$ cat config.mk
export PLATFORM = sky130hd
export DESIGN_NAME = lru_cache_with_ttl_unit
export DESIGN_NICKNAME = d
export VERILOG_FILES = /design/src/rtl/lct_pkg.sv /design/src/rtl/lct_datapath.sv /design/src/rtl/lct_ctrl.sv /design/src/rtl/lru_cache_with_ttl_unit.sv
export SDC_FILE = /design/constraint.sdc
export NUM_CORES = 2
export LEC_CHECK = 0
export ABC_AREA = 1
export CAP_MARGIN = 15
export CELL_PAD_IN_SITES_DETAIL_PLACEMENT = 0
export CELL_PAD_IN_SITES_GLOBAL_PLACEMENT = 2
export CORE_ASPECT_RATIO = 1.75
export CORE_MARGIN = 2
export CORE_UTILIZATION = 35
export CTS_CLUSTER_SIZE = 14
export DETAILED_ROUTE_END_ITERATION = 12
export DONT_BUFFER_PORTS = 1
export PLACE_DENSITY = 0.72
export SETUP_SLACK_MARGIN = 0.15
export SLEW_MARGIN = 20
export SYNTH_ARGS = -nofsm -noshare
export SYNTH_HDL_FRONTEND = slang
export SYNTH_HIERARCHICAL = 1
export SYNTH_SLANG_ARGS = --single-unit
$ cat constraint.sdc
create_clock -name i_clk -period 12.9 [get_ports i_clk]
set_clock_uncertainty 0.05 [all_clocks]
set_input_delay 1.935 -clock i_clk [delete_from_list [all_inputs] [get_ports i_clk]]
set_output_delay 1.935 -clock i_clk [all_outputs]
set_load 0.005 [all_outputs]
$ cat src/rtl/lct_pkg.sv
`timescale 1ns / 1ps

package lct_pkg;

    // cache geometry
    localparam int ENTRIES = 16;
    localparam int IDX_W   = (ENTRIES > 1) ? $clog2(ENTRIES) : 1;
    localparam int RANK_W  = IDX_W;
    localparam int FR_W    = IDX_W + 1;

    // field widths
    localparam int OFFSET_W = 40;
    localparam int COUNT_W  = 20;
    localparam int KEY_W    = OFFSET_W + COUNT_W;
    localparam int HANDLE_W = 16;
    localparam int TICK_W   = 32;
    localparam int CNT_W    = 32;
    localparam int OP_W     = 2;
    localparam int IN_W     = 112;
    localparam int OUT_W    = 80;

    localparam logic [TICK_W-1:0] TTL_RESET = TICK_W'(1000);

    // operation bit that selects invalidate, and the insert code bit
    localparam int OP_CLEAR_BIT  = 1;
    localparam int OP_INSERT_BIT = 0;

    typedef enum logic [2:0] {
        ST_HIT         = 3'd0,
        ST_MISS        = 3'd1,
        ST_EXPIRED     = 3'd2,
        ST_INSERTED    = 3'd3,
        ST_REFRESHED   = 3'd4,
        ST_EVICTED     = 3'd5,
        ST_INVALIDATED = 3'd6
    } t_status;

    typedef enum logic [1:0] {
        S_IDLE   = 2'd0,
        S_MATCH  = 2'd1,
        S_AGE    = 2'd2,
        S_COMMIT = 2'd3
    } t_state;

    // controller to datapath commands
    typedef struct packed {
        logic capture;
        logic match;
        logic age;
        logic commit;
    } t_cmd;

endpackage

$ cat src/rtl/lct_datapath.sv
`timescale 1ns / 1ps

module lct_datapath (
    input  logic                             i_clk,
    input  logic                             i_rst_n,
    input  lct_pkg::t_cmd                    i_cmd,
    input  logic [lct_pkg::OP_W-1:0]         i_op,
    input  logic [lct_pkg::IN_W-1:0]         i_word,
    input  logic                             i_cfg_we,
    input  logic [lct_pkg::TICK_W-1:0]       i_cfg_data,
    output logic [2:0]                       o_status,
    output logic [lct_pkg::OUT_W-1:0]        o_word
);

    // captured request
    logic [lct_pkg::OP_W-1:0]     r_op;
    logic [lct_pkg::KEY_W-1:0]    r_key;
    logic [lct_pkg::HANDLE_W-1:0] r_handle;
    logic [lct_pkg::TICK_W-1:0]   r_now;
    logic [lct_pkg::TICK_W-1:0]   r_ttl;

    // entry store
    logic                         r_valid  [lct_pkg::ENTRIES];
    logic [lct_pkg::RANK_W-1:0]   r_rank   [lct_pkg::ENTRIES];
    logic [lct_pkg::KEY_W-1:0]    r_keys   [lct_pkg::ENTRIES];
    logic [lct_pkg::TICK_W-1:0]   r_stamp  [lct_pkg::ENTRIES];
    logic [lct_pkg::HANDLE_W-1:0] r_hdl    [lct_pkg::ENTRIES];

    // match stage results
    logic                         r_hit;
    logic [lct_pkg::IDX_W-1:0]    r_hit_idx;
    logic [lct_pkg::IDX_W-1:0]    r_new_idx;
    logic                         r_full;

    // age stage results
    logic                         r_expired;
    logic [lct_pkg::HANDLE_W-1:0] r_hit_hdl;
    logic [lct_pkg::RANK_W-1:0]   r_hit_rank;

    // counters and result
    logic [lct_pkg::CNT_W-1:0]    r_hit_cnt;
    logic [lct_pkg::CNT_W-1:0]    r_miss_cnt;
    lct_pkg::t_status             r_out_status;
    logic [lct_pkg::HANDLE_W-1:0] r_out_hdl;

    logic                         n_hit;
    logic [lct_pkg::IDX_W-1:0]    n_hit_idx;
    logic [lct_pkg::IDX_W-1:0]    n_free_idx;
    logic [lct_pkg::IDX_W-1:0]    n_victim_idx;
    logic                         n_full;

    logic                         n_valid  [lct_pkg::ENTRIES];
    logic [lct_pkg::RANK_W-1:0]   n_rank   [lct_pkg::ENTRIES];
    logic [lct_pkg::CNT_W-1:0]    n_hit_cnt;
    logic [lct_pkg::CNT_W-1:0]    n_miss_cnt;
    lct_pkg::t_status             n_status;
    logic [lct_pkg::HANDLE_W-1:0] n_out_hdl;
    logic                         n_wr;
    logic [lct_pkg::IDX_W-1:0]    n_slot;
    logic [lct_pkg::FR_W-1:0]     n_front;
    logic                         n_do_front;
    logic                         n_do_remove;
    logic [lct_pkg::TICK_W-1:0]   n_age;

    // ttl register
    always_ff @(posedge i_clk) begin
        if (!i_rst_n) begin
            r_ttl <= lct_pkg::TTL_RESET;
        end else if (i_cfg_we) begin
            r_ttl <= i_cfg_data;
        end
    end

    // request capture, tdata is offset, count, handle, now from bit 0
    always_ff @(posedge i_clk) begin
        if (i_cmd.capture) begin
            r_op     <= i_op;
            r_key    <= i_word[lct_pkg::KEY_W-1:0];
            r_handle <= i_word[lct_pkg::KEY_W +: lct_pkg::HANDLE_W];
            r_now    <= i_word[lct_pkg::KEY_W + lct_pkg::HANDLE_W +: lct_pkg::TICK_W];
        end
    end

    // parallel tag compare, free slot and lru slot search
    always_comb begin
        n_hit        = 1'b0;
        n_hit_idx    = '0;
        n_free_idx   = '0;
        n_victim_idx = '0;
        n_full       = 1'b1;
        for (int i = lct_pkg::ENTRIES - 1; i >= 0; i--) begin
            if (r_valid[i] && (r_keys[i] == r_key)) begin
                n_hit     = 1'b1;
                n_hit_idx = lct_pkg::IDX_W'(i);
            end
            if (!r_valid[i]) begin
                n_full     = 1'b0;
                n_free_idx = lct_pkg::IDX_W'(i);
            end
            if (r_valid[i] && (r_rank[i] == lct_pkg::RANK_W'(lct_pkg::ENTRIES - 1))) begin
                n_victim_idx = lct_pkg::IDX_W'(i);
            end
        end
    end

    always_ff @(posedge i_clk) begin
        if (i_cmd.match) begin
            r_hit     <= n_hit;
            r_hit_idx <= n_hit_idx;
            r_full    <= n_full;
            r_new_idx <= n_full ? n_victim_idx : n_free_idx;
        end
    end

    // age of the matched entry against the ttl
    assign n_age = r_now - r_stamp[r_hit_idx];

    always_ff @(posedge i_clk) begin
        if (i_cmd.age) begin
            r_expired  <= (n_age > r_ttl);
            r_hit_hdl  <= r_hdl[r_hit_idx];
            r_hit_rank <= r_rank[r_hit_idx];
        end
    end

    // operation decode and recency update
    always_comb begin
        n_hit_cnt   = r_hit_cnt;
        n_miss_cnt  = r_miss_cnt;
        n_out_hdl   = '0;
        n_wr        = 1'b0;
        n_slot      = r_hit_idx;
        n_front     = {1'b0, r_hit_rank};
        n_do_front  = 1'b0;
        n_do_remove = 1'b0;
        n_status    = lct_pkg::ST_INVALIDATED;
        if (r_op[lct_pkg::OP_CLEAR_BIT]) begin
            n_status = lct_pkg::ST_INVALIDATED;
        end else if (!r_op[lct_pkg::OP_INSERT_BIT]) begin
            if (!r_hit) begin
                n_status   = lct_pkg::ST_MISS;
                n_miss_cnt = r_miss_cnt + 1'b1;
            end else if (r_expired) begin
                n_status    = lct_pkg::ST_EXPIRED;
                n_miss_cnt  = r_miss_cnt + 1'b1;
                n_do_remove = 1'b1;
            end else begin
                n_status   = lct_pkg::ST_HIT;
                n_hit_cnt  = r_hit_cnt + 1'b1;
                n_out_hdl  = r_hit_hdl;
                n_do_front = 1'b1;
            end
        end else begin
            n_wr       = 1'b1;
            n_do_front = 1'b1;
            if (r_hit) begin
                n_status = lct_pkg::ST_REFRESHED;
            end else begin
                // new entry: every other valid entry ages by one
                n_slot   = r_new_idx;
                n_front  = lct_pkg::FR_W'(lct_pkg::ENTRIES);
                n_status = r_full ? lct_pkg::ST_EVICTED : lct_pkg::ST_INSERTED;
            end
        end

        for (int i = 0; i < lct_pkg::ENTRIES; i++) begin
            n_valid[i] = r_valid[i];
            n_rank[i]  = r_rank[i];
            if (r_op[lct_pkg::OP_CLEAR_BIT]) begin
                n_valid[i] = 1'b0;
                n_rank[i]  = '0;
            end else if (n_slot == lct_pkg::IDX_W'(i)) begin
                if (n_do_remove) begin
                    n_valid[i] = 1'b0;
                    n_rank[i]  = '0;
                end else if (n_do_front) begin
                    n_valid[i] = 1'b1;
                    n_rank[i]  = '0;
                end
            end else if (r_valid[i]) begin
                if (n_do_front && ({1'b0, r_rank[i]} < n_front)) begin
                    n_rank[i] = r_rank[i] + 1'b1;
                end else if (n_do_remove && ({1'b0, r_rank[i]} > n_front)) begin
                    n_rank[i] = r_rank[i] - 1'b1;
                end
            end
        end
    end

    // commit of valid bits, ranks and counters
    always_ff @(posedge i_clk) begin
        if (!i_rst_n) begin
            for (int i = 0; i < lct_pkg::ENTRIES; i++) begin
                r_valid[i] <= 1'b0;
                r_rank[i]  <= '0;
            end
            r_hit_cnt  <= '0;
            r_miss_cnt <= '0;
        end else if (i_cmd.commit) begin
            for (int i = 0; i < lct_pkg::ENTRIES; i++) begin
                r_valid[i] <= n_valid[i];
                r_rank[i]  <= n_rank[i];
            end
            r_hit_cnt  <= n_hit_cnt;
            r_miss_cnt <= n_miss_cnt;
        end
    end

    // entry payload write and result register
    always_ff @(posedge i_clk) begin
        if (i_cmd.commit) begin
            if (n_wr) begin
                r_keys[n_slot]  <= r_key;
                r_stamp[n_slot] <= r_now;
                r_hdl[n_slot]   <= r_handle;
            end
            r_out_status <= n_status;
            r_out_hdl    <= n_out_hdl;
        end
    end

    assign o_status = r_out_status;
    assign o_word   = {r_miss_cnt, r_hit_cnt, r_out_hdl};

endmodule

$ cat src/rtl/lct_ctrl.sv
`timescale 1ns / 1ps

module lct_ctrl (
    input  logic          i_clk,
    input  logic          i_rst_n,
    input  logic          i_in_valid,
    input  logic          i_out_ready,
    output logic          o_in_ready,
    output logic          o_out_valid,
    output lct_pkg::t_cmd o_cmd
);

    lct_pkg::t_state r_state;
    lct_pkg::t_state n_state;
    logic            r_out_valid;
    logic            n_out_valid;
    logic            w_slot_free;

    // result slot can take a new word this cycle
    assign w_slot_free = !r_out_valid || i_out_ready;

    // next state
    always_comb begin
        n_state = r_state;
        case (r_state)
            lct_pkg::S_IDLE: begin
                if (i_in_valid) begin
                    n_state = lct_pkg::S_MATCH;
                end
            end
            lct_pkg::S_MATCH:  n_state = lct_pkg::S_AGE;
            lct_pkg::S_AGE:    n_state = lct_pkg::S_COMMIT;
            lct_pkg::S_COMMIT: begin
                if (w_slot_free) begin
                    n_state = lct_pkg::S_IDLE;
                end
            end
            default:           n_state = lct_pkg::S_IDLE;
        endcase
    end

    // outputs and commands
    always_comb begin
        o_cmd       = '0;
        o_in_ready  = 1'b0;
        n_out_valid = r_out_valid && !i_out_ready;
        case (r_state)
            lct_pkg::S_IDLE: begin
                o_in_ready  = 1'b1;
                o_cmd.capture = i_in_valid;
            end
            lct_pkg::S_MATCH: o_cmd.match = 1'b1;
            lct_pkg::S_AGE:   o_cmd.age   = 1'b1;
            lct_pkg::S_COMMIT: begin
                if (w_slot_free) begin
                    o_cmd.commit = 1'b1;
                    n_out_valid  = 1'b1;
                end
            end
            default: o_cmd = '0;
        endcase
    end

    always_ff @(posedge i_clk) begin
        if (!i_rst_n) begin
            r_state     <= lct_pkg::S_IDLE;
            r_out_valid <= 1'b0;
        end else begin
            r_state     <= n_state;
            r_out_valid <= n_out_valid;
        end
    end

    assign o_out_valid = r_out_valid;

endmodule

$ cat src/rtl/lru_cache_with_ttl_unit.sv
// lru cache with time to live
// slave stream takes one request word: tuser is the operation (lookup,
// insert or refresh, invalidate all), tdata carries the 60-bit key as
// offset and count, the data handle and the current tick stamp.
// master stream returns one result word per request: tuser is the status,
// tdata the hit handle and the running hit and miss totals.
// the cfg channel writes the ttl in ticks and is always ready; write it
// only while no request is in flight.
// result valid rises at the commit that ends each request: the accept edge
// captures, then a parallel tag match over all entries, the age check of
// the matched entry and the commit of ranks, valid bits and counters. a new
// request is taken only after the previous one has committed.
// reset empties the cache, zeroes both totals and sets the ttl to 1000.
// when the receiver stalls the result holds; the next request is still
// accepted and worked up to its commit, which waits for the result slot.
`timescale 1ns / 1ps

module lru_cache_with_ttl_unit (
    input  logic                         i_clk,
    input  logic                         i_rst_n,
    input  logic                         i_s_axis_tvalid,
    output logic                         o_s_axis_tready,
    // batch_offset, batch_count, data_handle, now_ticks, zero fill
    input  logic [lct_pkg::IN_W-1:0]     i_s_axis_tdata,
    // operation
    input  logic [lct_pkg::OP_W-1:0]     i_s_axis_tuser,
    output logic                         o_m_axis_tvalid,
    input  logic                         i_m_axis_tready,
    // hit_data_handle, hit_total, miss_total
    output logic [lct_pkg::OUT_W-1:0]    o_m_axis_tdata,
    // status
    output logic [2:0]                   o_m_axis_tuser,
    input  logic                         i_cfg_valid,
    output logic                         o_cfg_ready,
    input  logic [lct_pkg::TICK_W-1:0]   i_cfg_data
);

    lct_pkg::t_cmd w_cmd;

    assign o_cfg_ready = 1'b1;

    // sequencing
    lct_ctrl u_ctrl (
        .i_clk       (i_clk),
        .i_rst_n     (i_rst_n),
        .i_in_valid  (i_s_axis_tvalid),
        .i_out_ready (i_m_axis_tready),
        .o_in_ready  (o_s_axis_tready),
        .o_out_valid (o_m_axis_tvalid),
        .o_cmd       (w_cmd)
    );

    // entry store and update logic
    lct_datapath u_dp (
        .i_clk      (i_clk),
        .i_rst_n    (i_rst_n),
        .i_cmd      (w_cmd),
        .i_op       (i_s_axis_tuser),
        .i_word     (i_s_axis_tdata),
        .i_cfg_we   (i_cfg_valid),
        .i_cfg_data (i_cfg_data),
        .o_status   (o_m_axis_tuser),
        .o_word     (o_m_axis_tdata)
    );

endmodule

==> flow_summary.toml <==
[synthesis]
synth_enable_flop_cells = 1968
synth_flop_cell = "edfxtp_1"
synth_cells = 7363
yosys_warnings = 6
async_flop_share_pct = 0
ys_types = 66
ys_ff_latch = 2067
synth_nets = 7697
synth_top_area_share_pct = 66.0
syn_avg_cell_area_um2 = 12.2
seq_area_frac_synth_pct = 68.2
ys_top_cells_by_area = "edfxtp_1 66%, o21ai_0 4.7%, nand2_1 3.7%"
yosys.area.top_type = "edfxtp_1"
synthesis.area_um2 = 89600

[clocking]
cts_tree = "yes"
cts.sinks = 2067
h-tree-depth = 4
clk_pin_slew_ns = 0.07
ctsResizeCount = 0
numCtsBuffers = 204
cts-root-buf = "clkbuf_16"
hold_buffers = 0
cts_setup_buffers = 0
cts_buffer_depth = 4
clkLatencyLatePin_ns = 0.87

[detailed_routing]
wl_per_cell_um = 31.5
drt_wl_total_um = 347000
drc_errors = 0
drt-initial-drc-count = 6235
ant_nets = 0
num_vias = 62700
viasPerCell = 5.71
drtPass1Iterations = 9

[sta]
fin_ws_ns = 5.40
fmax_mhz = 133
slew_headroom_pct = 20.9
rsz0062_at_grt = "false"
setup_tns_ns = 0
slew_viol_final = 0
setup_viol = 0
hold_viol = 0
period_share_pct = 58.1
period_needed_ns = 7.50
worstMarginPinSlew_ns = 1.17

[global_routing]
grt_pass1_vias = 61500
antenna_found_initial = 44
grt_usage_pct = 25.9
grt_overflow = 0
grt_max_degree = 195
grt_pass1_wl_um = 473000

[final_layout]
design_area_um2 = 101000
syn2layout_area_growth_pct = 12.5
most-common-layout-cells = "1968 x edfxtp_1, 881 x nand2_1, 843 x nor2_1"
layout_commonest_cell = "edfxtp_1"
final_cells = 11000
nets = 7809
drive_above_1_share_pct = 7.88

[worst_hold_path]
hold_path_startpoint = "u_dp/r_ttl[24]"
hold-path-endpoint = "u_dp/r_ttl[24]"
holdPathStages = 2
hold_class = "register to register"

[critical_path]
r2r-end = "u_dp/r_expired"
r2r_setup_slack_ns = 5.40
ff2ff_path_depth = 27
slowest_stage = "edfxtp_1"
path_class = "register to register"
critPathLaunchType = "register"
crit_fanout = 171
critPathCaptureType = "register"
worstPathArrival_ns = 8.06
reg2reg_from = "u_dp/r_hit_idx[0]"
cpPeakStageDelay_ns = 0.79
path_common_cell = "nand2_1"
crit_required_ns = 13.46

[pwr]
ir_drop_v = 0.000134
powerDensity_nw_per_um2 = 196
leakage_nw = 33.9

[place]
dp_slack_ns = 5.17
dp_cells = 10600
gp_congestion = 0.965
dpl_cell_area_um2 = 94500
port_buffers = 0
dp_hpwl_um = 221000

[outcome]
status = "complete, no violations"

[floorplanning]
num_io_pins = 237
start_util_pct = 35.2
coreArea_um2 = 254000
die_x_um = 386
die_area_um2 = 260000
rows = 245
fp.dieH_um = 673

[run]
max-cap-violations = 0
-- power breakdown --
group	total [mW]	switching (mW)	internal, mW
Clock	5.82	2.63	3.19
Sequential	8.25	0.308	7.94
Combinational	5.68	4.12	1.56
-- layer usage --
| metal | global-route usage (%) | share of wire, % | vias to the layer above |
|---|---|---|---|
| met4 | 19.8 | 9.0 | 24 |
| li1 | - | - | 27200 |
| met2 | 44.9 | 49 | 2941 |
| met3 | 4.57 | 7.1 | 999 |
| met5 | 0 | 0.046 | - |
| met1 | 28.1 | 35 | 31500 |
-- cells in the mapped netlist, types with 5 or more instances --
cell type / n
o31ai_1: 10
nand2_1: 882
o2111ai_1: 15
a211oi_1: 42
nand3_1: 158
o21ai_1: 7
xor2_1: 159
inv_2: 9
a221oi_1: 45
and3_1: 8
o211ai_1: 59
buf_1: 18
buf_4: 13
nor2_1: 859
o21a_1: 11
buf_2: 96
o221a_2: 6
nand3b_1: 5
nor4_1: 106
xnor2_1: 200
nor3_1: 49
a22o_1: 70
fa_1: 17
a21o_1: 9
nand4_1: 102
o221ai_1: 149
or4_1: 5
clkinv_1: 15
or2_2: 14
nor3b_1: 5
a21oi_1: 234
nor3_2: 5
o22ai_1: 199
dfxtp_1: 99
clkbuf_1: 208
o21ai_0: 836
ha_1: 166
edfxtp_1: 1968
inv_1: 461
-- cell families (layout without fill, tap and decap cells) --
kind of cell,after synthesis,count (layout),share of synthesized area [%]
AO/OA/AOI/OAI,1714,1714,11.5
XOR/XNOR,359,359,3.51
adder cells (fa/ha/maj),183,183,2.70
buffers and inverters,822,1088,3.63
flip-flops,2067,2067,68.2
other,1,28,0.00419
AND/OR/NAND/NOR,2217,2217,10.5
-- state kept, by name, indices dropped and copies added, names as in the netlist, 2 cells and up --
signal,cells
u_dp/r_rank,64
u_dp/r_out_hdl,16
u_dp/r_miss_cnt,32
u_dp/r_keys,960
u_dp/r_new_idx,4
u_dp/o_status,3
u_dp/r_hit_rank,4
u_dp/r_hit_hdl,16
u_dp/r_stamp,512
u_ctrl/r_state,2
u_dp/r_hit_cnt,32
u_dp/r_ttl,32
u_dp/r_key,60
u_dp/r_valid,16
u_dp/r_now,32
u_dp/r_hdl,256
u_dp/r_op,2
u_dp/r_handle,16
u_dp/r_hit_idx,4
-- how the worst max path moves through the flow --
stage / startpoint / endpoint / cells after the start
after detailed placement: u_dp/r_hit_idx[0] / u_dp/r_expired / 27
after CTS: u_dp/r_hit_idx[0] / u_dp/r_expired / 27
after global routing: u_dp/r_hit_idx[0] / u_dp/r_expired / 27
after global placement: u_dp/r_hit_idx[0] / u_dp/r_expired / 27
after floorplan: i_m_axis_tready / u_dp/r_hdl[13][0] / 5
final: u_dp/r_hit_idx[0] / u_dp/r_expired / 27
-- layout make-up --
| type | count | area (µm²) |
|---|---|---|
| Fill cell | 24300 | 154000 |
| Sequential cell | 2067 | 61100 |
| Multi-Input combinational cell | 4474 | 25400 |
| Clock buffer | 254 | 5380 |
| Tap cell | 3334 | 4170 |
| Timing Repair Buffer | 243 | 1940 |
| Inverter | 485 | 1840 |
| Clock inverter | 106 | 848 |
| Antenna cell | 27 | 67.6 |
-- per-stage QoR --
stage | hold WS [ns] | power (mW) | utilization, %
floorplan | 0.385 | 11.5 | -
global placement | 0.405 | 14.0 | 37.1
detailed placement | 0.413 | 14.0 | 37.1
CTS | 0.421 | 19.8 | 39.6
global route | 0.442 | 20.5 | 39.6
finish | 0.413 | 19.8 | 39.6
-- worst max-delay path: cells and delay by family (launching register included) --
kind / cells / cell delay, ns
simple gates: 9 / 1.42
compound gates: 11 / 2.41
fa+ha+maj: 2 / 0.67
buf+inv: 4 / 1.40
xor+xnor: 1 / 0.15
flops: 1 / 0.79
No activity file was read; power rests on OpenSTA's default activity.
